File: config.mk
export PLATFORM = sky130hd
export DESIGN_NAME = multi_channel_uart
export DESIGN_NICKNAME = d
export VERILOG_FILES = /design/src/rtl/muart_pkg.sv /design/src/rtl/multi_channel_uart.sv /design/src/rtl/muart_mem.sv /design/src/rtl/muart_rx.sv /design/src/rtl/muart_tx.sv
export SDC_FILE = /design/constraint.sdc
export NUM_CORES = 2
export LEC_CHECK = 0
export ABC_AREA = 1
export BUFFER_PORTS_ARGS = -buffer_cell sky130_fd_sc_hd__buf_2
export CAP_MARGIN = 40
export CORE_MARGIN = 1.5
export CORE_UTILIZATION = 25
export DETAILED_ROUTE_END_ITERATION = 16
export SYNTH_ARGS = -nofsm -noshare
export SYNTH_HDL_FRONTEND = slang
export SYNTH_SLANG_ARGS = --single-unit
File: constraint.sdc
create_clock -name clk -period 7.85 [get_ports clk]
set_clock_uncertainty 0.15 [all_clocks]
set_input_delay 0 -clock clk [delete_from_list [all_inputs] [get_ports clk]]
set_output_delay 0 -clock clk [all_outputs]
set_load 0.05 [all_outputs]
File: src/rtl/muart_pkg.sv
// Shared types and constants for the multi-channel UART.
`default_nettype none

package muart_pkg;

  // Port field widths
  localparam int FUNC_W    = 2;
  localparam int CHAN_W    = 2;
  localparam int BYTE_W    = 8;
  localparam int LINES_W   = 3;
  localparam int CNT_W     = 5;
  localparam int CNT_MAX   = 31;
  localparam int BITS_W    = 4;
  localparam int FRAME_BITS = 8;

  // Configuration
  localparam int CFG_IDX_W  = 2;
  localparam int PERIOD_W   = 16;
  localparam int ENABLE_W   = 3;
  localparam int CFG_CH     = 3;
  localparam logic [PERIOD_W-1:0] PERIOD_RESET = 16'd104;
  localparam logic [PERIOD_W-1:0] PERIOD_MIN   = 16'd2;

  localparam logic [CFG_IDX_W-1:0] CFG_ENABLE_MASK  = 2'd0;
  localparam logic [CFG_IDX_W-1:0] CFG_BIT_PERIOD_A = 2'd1;
  localparam logic [CFG_IDX_W-1:0] CFG_BIT_PERIOD_B = 2'd2;
  localparam logic [CFG_IDX_W-1:0] CFG_BIT_PERIOD_C = 2'd3;

  // Request function codes
  localparam logic [FUNC_W-1:0] FUNC_TICK  = 2'd0;
  localparam logic [FUNC_W-1:0] FUNC_READ  = 2'd1;
  localparam logic [FUNC_W-1:0] FUNC_WRITE = 2'd2;

  // Frame phase of a receiver or transmitter
  typedef enum logic [1:0] {
    PH_IDLE  = 2'd0,
    PH_START = 2'd1,
    PH_DATA  = 2'd2,
    PH_STOP  = 2'd3
  } phase_t;

  // Per-channel control from the top level
  typedef struct packed {
    logic                step;
    logic                enabled;
    logic [PERIOD_W-1:0] period;
  } chan_ctl_t;

  // Receiver status for one step
  typedef struct packed {
    logic              push;
    logic [BYTE_W-1:0] data;
  } rx_stat_t;

  // Transmitter status after one step
  typedef struct packed {
    logic level;
    logic busy;
    logic accepted;
  } tx_stat_t;

endpackage

`default_nettype wire

File: src/rtl/multi_channel_uart.sv
// Top level of the multi-channel 8N1 UART with per-channel receive FIFOs.
// Usage:
//   Each request on the in_ channel is one sampling tick of all serial lines:
//   in_rx_lines carries the receive levels, and in_func may add a FIFO read
//   (pop) or a transmit write for the channel in in_channel.
//   Each request gives exactly one result on the out_ channel: transmit line
//   levels, busy and drop flags per channel, the popped byte, the write
//   acceptance and the byte count left in the addressed FIFO.
//   An accepted request is held in the input register while it is processed,
//   and its result is then loaded into the result register.
//   Throughput: one request per cycle while results are taken; the per-channel
//   receiver, transmitter and FIFO pointer logic all finish within one processing step.
//   When out_ready is low the result register holds, the input register keeps
//   one more request, and in_ready drops once both are full.
//   The cfg_ port writes enable_mask and the three bit periods; write it only
//   while no request is in flight.
//   Reset (synchronous, rst_n low) idles all receivers and transmitters,
//   empties the FIFOs and restores enable_mask 0 and periods of 104 ticks.
//   The FIFO storage itself needs no clearing; there is no start-up pass.
`default_nettype none

module multi_channel_uart #(
  parameter int NUM_CHANNELS = 3,
  parameter int FIFO_DEPTH   = 32
) (
  input  wire logic                                clk,
  input  wire logic                                rst_n,
  // Configuration
  input  wire logic                                cfg_wr_en,
  input  wire logic [muart_pkg::CFG_IDX_W-1:0]     cfg_index,
  input  wire logic [muart_pkg::PERIOD_W-1:0]      cfg_wr_data,
  // Request channel
  input  wire logic                                in_valid,
  output logic                                     in_ready,
  input  wire logic [muart_pkg::FUNC_W-1:0]        in_func,
  input  wire logic [muart_pkg::CHAN_W-1:0]        in_channel,
  input  wire logic [muart_pkg::BYTE_W-1:0]        in_wr_data,
  input  wire logic [muart_pkg::LINES_W-1:0]       in_rx_lines,
  // Result channel
  output logic                                     out_valid,
  input  wire logic                                out_ready,
  output logic      [muart_pkg::LINES_W-1:0]       out_tx_lines,
  output logic                                     out_read_valid,
  output logic      [muart_pkg::BYTE_W-1:0]        out_read_data,
  output logic      [muart_pkg::CNT_W-1:0]         out_rx_count,
  output logic                                     out_write_accepted,
  output logic      [muart_pkg::LINES_W-1:0]       out_tx_busy,
  output logic      [muart_pkg::LINES_W-1:0]       out_rx_dropped
);

  localparam int PW  = $clog2(FIFO_DEPTH);
  localparam int CW  = PW + 1;
  localparam int EW  = (CW > muart_pkg::CNT_W) ? CW : muart_pkg::CNT_W;
  localparam int DW  = muart_pkg::BYTE_W;
  localparam int LW  = muart_pkg::LINES_W;
  localparam int TW  = muart_pkg::PERIOD_W;
  localparam int NW  = muart_pkg::CNT_W;

  // Configuration registers
  logic [muart_pkg::ENABLE_W-1:0] enable_mask_r;
  logic [TW-1:0]                  period_r [muart_pkg::CFG_CH];

  always_ff @(posedge clk) begin
    if (!rst_n) begin
      enable_mask_r <= '0;
      period_r[0]   <= muart_pkg::PERIOD_RESET;
      period_r[1]   <= muart_pkg::PERIOD_RESET;
      period_r[2]   <= muart_pkg::PERIOD_RESET;
    end else if (cfg_wr_en) begin
      unique case (cfg_index)
        muart_pkg::CFG_ENABLE_MASK:  enable_mask_r <= cfg_wr_data[muart_pkg::ENABLE_W-1:0];
        muart_pkg::CFG_BIT_PERIOD_A: period_r[0]   <= cfg_wr_data;
        muart_pkg::CFG_BIT_PERIOD_B: period_r[1]   <= cfg_wr_data;
        muart_pkg::CFG_BIT_PERIOD_C: period_r[2]   <= cfg_wr_data;
      endcase
    end
  end

  // Handshake control
  logic s1_vld_r;
  logic out_valid_r;
  logic fire;
  logic load;

  assign fire     = s1_vld_r & (~out_valid_r | out_ready);
  assign in_ready = ~s1_vld_r | fire;
  assign load     = in_valid & in_ready;

  // Input register
  logic [muart_pkg::FUNC_W-1:0] s1_func_r;
  logic [muart_pkg::CHAN_W-1:0] s1_channel_r;
  logic [DW-1:0]                s1_wr_data_r;
  logic [LW-1:0]                s1_rx_lines_r;

  always_ff @(posedge clk) begin
    if (!rst_n) begin
      s1_vld_r <= 1'b0;
    end else if (in_ready) begin
      s1_vld_r <= in_valid;
    end
  end

  always_ff @(posedge clk) begin
    if (load) begin
      s1_func_r     <= in_func;
      s1_channel_r  <= in_channel;
      s1_wr_data_r  <= in_wr_data;
      s1_rx_lines_r <= in_rx_lines;
    end
  end

  logic is_read;
  logic is_write;

  assign is_read  = (s1_func_r == muart_pkg::FUNC_READ);
  assign is_write = (s1_func_r == muart_pkg::FUNC_WRITE);

  // Per-channel results
  logic [NUM_CHANNELS-1:0] sel_vec;
  logic [NUM_CHANNELS-1:0] pop_vec;
  logic [NUM_CHANNELS-1:0] acc_vec;
  logic [NUM_CHANNELS-1:0] drop_vec;
  logic [DW-1:0]           pop_data_a [NUM_CHANNELS];
  logic [NW-1:0]           cnt_a      [NUM_CHANNELS];
  muart_pkg::rx_stat_t     rx_st      [NUM_CHANNELS];
  muart_pkg::tx_stat_t     tx_st      [NUM_CHANNELS];

  for (genvar c = 0; c < NUM_CHANNELS; c++) begin : g_chan
    localparam int PSEL = (c < muart_pkg::CFG_CH) ? c : muart_pkg::CFG_CH - 1;

    muart_pkg::chan_ctl_t ctl;
    logic                 line;
    logic                 enabled;
    logic [TW-1:0]        period_raw;
    logic [PW-1:0]        head_r, tail_r, head_nxt, tail_nxt;
    logic [PW-1:0]        head_inc, tail_inc, head_after, tail_after;
    logic                 full;
    logic                 wr_en;
    logic [DW-1:0]        rd_q;
    logic [CW-1:0]        diff;
    logic [EW-1:0]        diff_ext;

    // Channels beyond the enable mask stay disabled
    if (c < muart_pkg::CFG_CH) begin : g_cfg
      assign enabled = enable_mask_r[c];
      assign line    = s1_rx_lines_r[c];
    end else begin : g_nocfg
      assign enabled = 1'b0;
      assign line    = 1'b0;
    end

    assign period_raw  = period_r[PSEL];
    assign ctl.step    = fire;
    assign ctl.enabled = enabled;
    assign ctl.period  = (period_raw < muart_pkg::PERIOD_MIN) ? muart_pkg::PERIOD_MIN
                                                                : period_raw;

    assign sel_vec[c] = ({2'b00, s1_channel_r} == 4'(c));

    muart_rx u_rx (
      .clk   (clk),
      .rst_n (rst_n),
      .ctl   (ctl),
      .line  (line),
      .stat  (rx_st[c])
    );

    muart_tx u_tx (
      .clk     (clk),
      .rst_n   (rst_n),
      .ctl     (ctl),
      .wr_req  (is_write & sel_vec[c]),
      .wr_data (s1_wr_data_r),
      .stat    (tx_st[c])
    );

    // Ring pointers: push first, then pop
    assign head_inc   = (head_r == PW'(FIFO_DEPTH - 1)) ? '0 : head_r + PW'(1);
    assign tail_inc   = (tail_r == PW'(FIFO_DEPTH - 1)) ? '0 : tail_r + PW'(1);
    assign full       = (head_inc == tail_r);
    assign wr_en      = rx_st[c].push & ~full;
    assign drop_vec[c] = rx_st[c].push & full;
    assign head_after = wr_en ? head_inc : head_r;
    assign pop_vec[c] = is_read & sel_vec[c] & (head_after != tail_r);
    assign tail_after = pop_vec[c] ? tail_inc : tail_r;
    assign head_nxt   = fire ? head_after : head_r;
    assign tail_nxt   = fire ? tail_after : tail_r;

    // A byte pushed into an empty FIFO is popped straight from the receiver
    assign pop_data_a[c] = (wr_en && (head_r == tail_r)) ? rx_st[c].data : rd_q;

    always_ff @(posedge clk) begin
      if (!rst_n) begin
        head_r <= '0;
        tail_r <= '0;
      end else begin
        head_r <= head_nxt;
        tail_r <= tail_nxt;
      end
    end

    muart_mem #(
      .DEPTH (FIFO_DEPTH),
      .WIDTH (DW)
    ) u_mem (
      .clk   (clk),
      .we    (fire & wr_en),
      .waddr (head_r),
      .wdata (rx_st[c].data),
      .re    (load),
      .raddr (tail_nxt),
      .rdata (rd_q)
    );

    // Fill level after the step, saturated
    always_comb begin
      diff = CW'(head_after) - CW'(tail_after);
      if (head_after < tail_after) begin
        diff = diff + CW'(FIFO_DEPTH);
      end
      diff_ext = EW'(diff);
      cnt_a[c] = (diff_ext > EW'(muart_pkg::CNT_MAX)) ? NW'(muart_pkg::CNT_MAX)
                                                      : NW'(diff_ext);
    end

    assign acc_vec[c] = tx_st[c].accepted;
  end

  // Pick the addressed channel
  logic          read_valid_nxt;
  logic [DW-1:0] read_data_nxt;
  logic [NW-1:0] rx_count_nxt;
  logic          write_acc_nxt;

  always_comb begin
    read_valid_nxt = |pop_vec;
    write_acc_nxt  = |acc_vec;
    read_data_nxt  = '0;
    rx_count_nxt   = '0;
    for (int c = 0; c < NUM_CHANNELS; c++) begin
      if (pop_vec[c]) begin
        read_data_nxt = read_data_nxt | pop_data_a[c];
      end
      if (sel_vec[c]) begin
        rx_count_nxt = rx_count_nxt | cnt_a[c];
      end
    end
  end

  // Per-line flags, zero for lines without a channel
  logic [LW-1:0] tx_lines_nxt;
  logic [LW-1:0] tx_busy_nxt;
  logic [LW-1:0] rx_dropped_nxt;

  for (genvar b = 0; b < LW; b++) begin : g_line
    if (b < NUM_CHANNELS) begin : g_on
      assign tx_lines_nxt[b]   = tx_st[b].level;
      assign tx_busy_nxt[b]    = tx_st[b].busy;
      assign rx_dropped_nxt[b] = drop_vec[b];
    end else begin : g_off
      assign tx_lines_nxt[b]   = 1'b0;
      assign tx_busy_nxt[b]    = 1'b0;
      assign rx_dropped_nxt[b] = 1'b0;
    end
  end

  // Result register
  logic [LW-1:0] tx_lines_r;
  logic          read_valid_r;
  logic [DW-1:0] read_data_r;
  logic [NW-1:0] rx_count_r;
  logic          write_acc_r;
  logic [LW-1:0] tx_busy_r;
  logic [LW-1:0] rx_dropped_r;

  always_ff @(posedge clk) begin
    if (!rst_n) begin
      out_valid_r <= 1'b0;
    end else if (fire) begin
      out_valid_r <= 1'b1;
    end else if (out_ready) begin
      out_valid_r <= 1'b0;
    end
  end

  always_ff @(posedge clk) begin
    if (fire) begin
      tx_lines_r   <= tx_lines_nxt;
      read_valid_r <= read_valid_nxt;
      read_data_r  <= read_data_nxt;
      rx_count_r   <= rx_count_nxt;
      write_acc_r  <= write_acc_nxt;
      tx_busy_r    <= tx_busy_nxt;
      rx_dropped_r <= rx_dropped_nxt;
    end
  end

  assign out_valid          = out_valid_r;
  assign out_tx_lines       = tx_lines_r;
  assign out_read_valid     = read_valid_r;
  assign out_read_data      = read_data_r;
  assign out_rx_count       = rx_count_r;
  assign out_write_accepted = write_acc_r;
  assign out_tx_busy        = tx_busy_r;
  assign out_rx_dropped     = rx_dropped_r;

  // Checks
  a_one_pop: assert property (@(posedge clk) disable iff (!rst_n)
    fire |-> $onehot0(pop_vec))
    else $error("more than one FIFO popped in one step");

  a_read_or_write: assert property (@(posedge clk) disable iff (!rst_n)
    fire |-> !(read_valid_nxt && write_acc_nxt))
    else $error("read and write served in the same step");

  a_result_held: assert property (@(posedge clk) disable iff (!rst_n)
    (out_valid_r && !out_ready) |=> (out_valid_r && $stable(read_data_r)
                                     && $stable(rx_count_r)))
    else $error("pending result lost or changed");

  a_empty_read_zero: assert property (@(posedge clk) disable iff (!rst_n)
    (out_valid_r && !read_valid_r) |-> (read_data_r == '0))
    else $error("read data not zero on empty or absent read");

  a_stall_only_full: assert property (@(posedge clk) disable iff (!rst_n)
    !in_ready |-> (s1_vld_r && out_valid_r && !out_ready))
    else $error("request channel stalled without a full pipeline");

endmodule

`default_nettype wire

File: src/rtl/muart_mem.sv
// Receive FIFO storage for one channel: one write port, one registered read port.
`default_nettype none

module muart_mem #(
  parameter int DEPTH = 32,
  parameter int WIDTH = 8
) (
  input  wire logic                     clk,
  input  wire logic                     we,
  input  wire logic [$clog2(DEPTH)-1:0] waddr,
  input  wire logic [WIDTH-1:0]         wdata,
  input  wire logic                     re,
  input  wire logic [$clog2(DEPTH)-1:0] raddr,
  output logic      [WIDTH-1:0]         rdata
);

  logic [WIDTH-1:0] mem [DEPTH];

  // Write port
  always_ff @(posedge clk) begin
    if (we) begin
      mem[waddr] <= wdata;
    end
  end

  // Read port, new data forwarded on a same-address write
  always_ff @(posedge clk) begin
    if (re) begin
      if (we && (waddr == raddr)) begin
        rdata <= wdata;
      end else begin
        rdata <= mem[raddr];
      end
    end
  end

endmodule

`default_nettype wire

File: src/rtl/muart_rx.sv
// 8N1 receiver for one channel: start qualification, data sampling, stop wait.
`default_nettype none

module muart_rx (
  input  wire logic                 clk,
  input  wire logic                 rst_n,
  input  wire muart_pkg::chan_ctl_t ctl,
  input  wire logic                 line,
  output muart_pkg::rx_stat_t       stat
);

  localparam int TW = muart_pkg::PERIOD_W;
  localparam int BW = muart_pkg::BITS_W;
  localparam int DW = muart_pkg::BYTE_W;

  muart_pkg::phase_t phase_r, phase_nxt;
  logic [BW-1:0]     bits_r, bits_nxt;
  logic [TW-1:0]     timer_r, timer_nxt;
  logic [DW-1:0]     shift_r, shift_nxt;
  logic              push;

  // Next state for one tick
  always_comb begin
    phase_nxt = phase_r;
    bits_nxt  = bits_r;
    timer_nxt = timer_r;
    shift_nxt = shift_r;
    push      = 1'b0;
    if (!ctl.enabled) begin
      phase_nxt = muart_pkg::PH_IDLE;
      timer_nxt = '0;
      bits_nxt  = '0;
    end else if (phase_r == muart_pkg::PH_IDLE) begin
      if (!line) begin
        phase_nxt = muart_pkg::PH_START;
        timer_nxt = ctl.period >> 1;
      end
    end else if (timer_r > TW'(1)) begin
      timer_nxt = timer_r - TW'(1);
    end else begin
      timer_nxt = ctl.period;
      unique case (phase_r)
        muart_pkg::PH_START: begin
          if (line) begin
            phase_nxt = muart_pkg::PH_IDLE;
          end else begin
            phase_nxt = muart_pkg::PH_DATA;
            bits_nxt  = '0;
            shift_nxt = '0;
          end
        end
        muart_pkg::PH_DATA: begin
          if (line) begin
            shift_nxt = shift_r | (DW'(1) << bits_r[2:0]);
          end
          bits_nxt = bits_r + BW'(1);
          if (bits_nxt >= BW'(muart_pkg::FRAME_BITS)) begin
            phase_nxt = muart_pkg::PH_STOP;
          end
        end
        muart_pkg::PH_STOP: begin
          phase_nxt = muart_pkg::PH_IDLE;
          push      = 1'b1;
        end
        muart_pkg::PH_IDLE: begin
          phase_nxt = phase_r;
        end
      endcase
    end
  end

  // State registers, advanced once per tick
  always_ff @(posedge clk) begin
    if (!rst_n) begin
      phase_r <= muart_pkg::PH_IDLE;
      bits_r  <= '0;
      timer_r <= '0;
      shift_r <= '0;
    end else if (ctl.step) begin
      phase_r <= phase_nxt;
      bits_r  <= bits_nxt;
      timer_r <= timer_nxt;
      shift_r <= shift_nxt;
    end
  end

  assign stat.push = push;
  assign stat.data = shift_r;

endmodule

`default_nettype wire

File: src/rtl/muart_tx.sv
// 8N1 transmitter for one channel: bit timing, frame start on a write.
`default_nettype none

module muart_tx (
  input  wire logic                              clk,
  input  wire logic                              rst_n,
  input  wire muart_pkg::chan_ctl_t              ctl,
  input  wire logic                              wr_req,
  input  wire logic [muart_pkg::BYTE_W-1:0]      wr_data,
  output muart_pkg::tx_stat_t                    stat
);

  localparam int TW = muart_pkg::PERIOD_W;
  localparam int BW = muart_pkg::BITS_W;
  localparam int DW = muart_pkg::BYTE_W;

  muart_pkg::phase_t phase_r, phase_nxt, phase_adv;
  logic [BW-1:0]     bits_r, bits_nxt, bits_adv;
  logic [TW-1:0]     timer_r, timer_nxt, timer_adv;
  logic [DW-1:0]     shift_r, shift_nxt;
  logic              accepted;

  // Bit timing for one tick
  always_comb begin
    phase_adv = phase_r;
    bits_adv  = bits_r;
    timer_adv = timer_r;
    if (!ctl.enabled) begin
      phase_adv = muart_pkg::PH_IDLE;
      timer_adv = '0;
      bits_adv  = '0;
    end else if (phase_r == muart_pkg::PH_IDLE) begin
      phase_adv = phase_r;
    end else if (timer_r > TW'(1)) begin
      timer_adv = timer_r - TW'(1);
    end else begin
      timer_adv = ctl.period;
      unique case (phase_r)
        muart_pkg::PH_START: begin
          phase_adv = muart_pkg::PH_DATA;
          bits_adv  = '0;
        end
        muart_pkg::PH_DATA: begin
          bits_adv = bits_r + BW'(1);
          if (bits_adv >= BW'(muart_pkg::FRAME_BITS)) begin
            phase_adv = muart_pkg::PH_STOP;
          end
        end
        muart_pkg::PH_STOP: begin
          phase_adv = muart_pkg::PH_IDLE;
        end
        muart_pkg::PH_IDLE: begin
          phase_adv = phase_r;
        end
      endcase
    end
  end

  // Write request starts a frame on an idle, enabled channel
  always_comb begin
    phase_nxt = phase_adv;
    bits_nxt  = bits_adv;
    timer_nxt = timer_adv;
    shift_nxt = shift_r;
    accepted  = 1'b0;
    if (wr_req && ctl.enabled && (phase_adv == muart_pkg::PH_IDLE)) begin
      phase_nxt = muart_pkg::PH_START;
      bits_nxt  = '0;
      timer_nxt = ctl.period;
      shift_nxt = wr_data;
      accepted  = 1'b1;
    end
  end

  // Line level and busy flag after the tick
  always_comb begin
    stat.accepted = accepted;
    stat.busy     = (phase_nxt != muart_pkg::PH_IDLE);
    unique case (phase_nxt)
      muart_pkg::PH_START: stat.level = 1'b0;
      muart_pkg::PH_DATA:  stat.level = shift_nxt[bits_nxt[2:0]];
      muart_pkg::PH_IDLE,
      muart_pkg::PH_STOP:  stat.level = 1'b1;
    endcase
  end

  always_ff @(posedge clk) begin
    if (!rst_n) begin
      phase_r <= muart_pkg::PH_IDLE;
      bits_r  <= '0;
      timer_r <= '0;
      shift_r <= '0;
    end else if (ctl.step) begin
      phase_r <= phase_nxt;
      bits_r  <= bits_nxt;
      timer_r <= timer_nxt;
      shift_r <= shift_nxt;
    end
  end

endmodule

`default_nettype wire
==> metrics.md <==
| Metric | Value |
|---|---|
| Result of the run | complete, no violations |
| Placed Area | 58,200 µm² |
| Max VDD drop | 0.000192 V |
| Worst-margin pin slew | 0.934 ns |
| Reg-to-reg startpoint | g_chan[0].head_r[2] |
| EDFF count, synth | 879 |
| Die X | 472 µm |
| Util after Layout | 28.8% |
| Gr usage total | 13.8% |
| NumNets Final | 6,373 |
| Cells after Synth | 6,202 |
| Inst Count DP | 8,921 |
| P&R area growth vs syn | 14.0% |
| Port buffer count | 63 |
| Post-route cell area | 62,600 µm² |
| Static Leakage | 25.8 nW |
| Post-synthesis cell type count | 64 |
| Post-Layout Cell Count | 9,196 |
| Post-synthesis sequential area ratio | 55.9% |
| Synth Register Bits | 1,094 |
| Drt wl/cell | 17.1 µm |
| First-pass GRT wire length | 244 mm |
| Via Count | 43,100 |
| # rows | 171 |
| Num CTS Buffers | 112 |
| Post-detail-place hpwl | 102 mm |
| Setup TNS | 0 ns |
| Clock tree buffer depth | 3 |
| Crit path DAT | 6.27 ns |
| Worst endpoint required time | 8.23 ns |
| CP dominant cell by count | nand2_1 |
| Critical path's top delay family | simple AND/OR/NAND/NOR gates |
| Clk slew on worst S/H paths | 0.07 ns |
| Setup crit start kind | flop |
| Initial DRC Count | 4,019 |
| Delay of the slowest critical-path stage | 0.84 ns |
| Initial Utilization | 25.2% |
| CP Capture Type | flop |
| Initial antenna violation count | 3 |
| Vias in the first global route | 41,500 |
| Die Y | 472 µm |
| GPL Wtd Cong | 0.915 |
| Synthesized area | 54,900 µm² |
| Min cycle time layout | 5.89 ns |
| Fmax | 0.170 GHz |
| # H-tree levels | 3 |
| Syn_area_per_cell | 8.85 µm² |
| Flop2flop setup slack | 1.96 ns |
| Synth async-reset ratio | 0% |
| RSZ-0062 raised after global routing | false |
| Layout cells sized above 1 | 7.26% |
| Largest net degree at the start of global routing | 77 |
| Die ar. | 222,000 µm² |
| Syn. warnings | 0 |
| Router iterations before antenna repair | 5 |
| Root buf cell | clkbuf_16 |
| Critical path buffers and inverters | 2 |
| Min-delay src | cfg_wr_data[7] |
| Post-Syn Nets | 6,333 |
| Top fanout value on the critical path | 62 |
| Relative slew slack | 37.7% |
| Power per cell area | 213 nW/µm² |
| DR vias/cell | 4.69 |
| Core Area | 218,000 µm² |
| Hold path endpoint | period_r[0][23] |
| Tcrit/Tclk final | 75.0% |
| Post-CTS Setup Inserts | 0 |
| # IOs | 64 |
| Worst-case reg-to-reg path depth | 29 |
| Critical path type | reg -> reg |
| Final hold violation count | 0 |
| Clk sinks | 1,094 |
| Ys flop type | edfxtp_1 |
| Routed Antenna Nets | 0 |
| DRC errors left | 0 |
| Post-CTS sizing | 0 |
| Worst-Skew Late Latency | 0.76 ns |
| Final slew viol count | 0 |
| Crit-path slowest cell | nand2_4 |
| Hold depth | 4 |
| WL final | 157 mm |
| # Max-Cap Violations | 0 |
| Hold crit path type | in -> reg |
| Gr ovfl total | 0 |
| TritonCTS clock tree | built |
| R2R Path End | g_chan[0].u_mem.rdata[5] |
| Setup violations, final | 0 |
layer usage:
metal,vias to the layer above,track usage [%],share of wire [%]
li1,20700,-,-
met4,2,4.69,2.7
met5,-,0,0.0083
met1,20800,18.3,44
met3,227,1.56,5.8
met2,1444,23.1,48
cell type report:
| cell class | count | area, µm² |
|---|---|---|
| Clock buffer | 144 | 3070 |
| Timing Repair Buffer | 198 | 1610 |
| Tap cell | 2854 | 3570 |
| Multi-Input combinational cell | 3766 | 18900 |
| Fill cell | 22700 | 155000 |
| Sequential cell | 1094 | 30700 |
| Inverter | 1070 | 4030 |
| Antenna cell | 3 | 7.51 |
| Clock inverter | 67 | 663 |
through the flow:
| stage | worst slack [ns] | hold WS, ns | power (mW) |
|---|---|---|---|
| floorplan | 3.14 | -0.0511 | 7.54 |
| detailed placement | 2.00 | 0.0292 | 8.00 |
| global route | 1.47 | 0.0725 | 13.8 |
| CTS | 2.03 | 0.0253 | 13.4 |
| global placement | 1.94 | 0.0319 | 7.97 |
| finish | 1.96 | 0.0792 | 13.3 |
flip-flops by register name, indices dropped and copies added (netlist names), 2 cells and up:
name,cells
out_rx_count,5
out_rx_dropped,3
g_chan.u_rx.bits_r,12
g_chan.u_tx.phase_r,6
out_tx_busy,3
out_tx_lines,3
g_chan.u_rx.phase_r,6
s1_func_r,2
g_chan.u_rx.timer_r,48
g_chan.u_mem.mem,768
g_chan.u_tx.timer_r,48
g_chan.u_mem.rdata,24
g_chan.u_tx.bits_r,12
enable_mask_r,3
out_read_data,8
s1_wr_data_r,8
g_chan.head_r,15
g_chan.tail_r,15
period_r,48
s1_channel_r,2
s1_rx_lines_r,3
g_chan.u_rx.shift_r,24
g_chan.u_tx.shift_r,24
repair_timing:
item                                    in CTS  in global routing
endpoints found under the setup margin       0                  0
endpoints found under the hold margin      191                  0
hold buffers                                61                  0
cells in the final DEF, fill, tap and decap left out, drive strengths merged, types with 90 or more instances in the layout:
cell    netlist  layout
nor2        404     404
nand2      1284    1284
inv        1060    1063
ha           90      90
buf         165     137
o21ai       294     294
clkbuf      107     144
edfxtp      879     879
a21oi       224     224
dfxtp       215     215
nand3      1078    1078
tightest hold or removal path, delay by kind of cell:
family,cells,cell delay (ns)
simple gates,1,0.08
buf+inv,3,0.70
synthesized netlist by cell type, drive strengths merged, types with 4 or more instances:
| library cell | number | area (µm²) |
|---|---|---|
| o22ai | 27 | 169 |
| xor2 | 52 | 474 |
| and3 | 4 | 25.0 |
| o221ai | 21 | 184 |
| o21ai | 294 | 1530 |
| nor2 | 404 | 1630 |
| inv | 1060 | 3980 |
| o31ai | 9 | 67.6 |
| edfxtp | 879 | 26400 |
| clkbuf | 107 | 403 |
| or2 | 11 | 68.8 |
| a211oi | 26 | 195 |
| o211ai | 45 | 348 |
| clkinv | 10 | 38.8 |
| ha | 90 | 1130 |
| o21a | 5 | 37.5 |
| nand3b | 12 | 90.1 |
| buf | 165 | 955 |
| a21oi | 224 | 1120 |
| a31oi | 21 | 131 |
| o2111ai | 4 | 35.0 |
| nor3 | 41 | 243 |
| a221oi | 6 | 52.6 |
| nand3 | 1078 | 5500 |
| nand4 | 43 | 275 |
| xnor2 | 25 | 219 |
| dfxtp | 215 | 4300 |
| nor4 | 20 | 125 |
| nand2 | 1284 | 4950 |
where the power goes:
group          internal, mW  leakage, nW  switching (mW)  total [mW]
Sequential             6.29         9.95           0.111        6.41
Combinational         0.455         14.0            1.05        1.51
Clock                  3.06         1.84            2.37        5.43
logic make-up after synthesis:
kind of cell / after synthesis / share of synthesized area, %
adder cells (fa/ha/maj): 93 / 2.16
AO/OA/AOI/OAI: 693 / 7.23
buffers and inverters: 1342 / 9.80
AND/OR/NAND/NOR: 2900 / 23.6
XOR/XNOR: 77 / 1.26
flip-flops: 1094 / 55.9
multiplexers: 3 / 0.0547
worst max path at each step:
stage	start	end	slack (ns)	cells past startpoint
6_report	g_chan[0].head_r[2]	g_chan[0].u_mem.rdata[5]	1.96	29
5_1_grt	g_chan[0].head_r[2]	g_chan[0].u_mem.rdata[7]	1.47	29
4_1_cts	g_chan[0].head_r[2]	g_chan[0].u_mem.rdata[5]	2.03	29
3_5_place_dp	g_chan[0].head_r[2]	g_chan[0].u_mem.rdata[5]	2.00	29
3_3_place_gp	g_chan[0].head_r[2]	g_chan[0].u_mem.rdata[7]	1.94	28
2_1_floorplan	g_chan[1].head_r[0]	out_rx_count[4]	3.14	29
No activity file was read; power rests on OpenSTA's default activity.
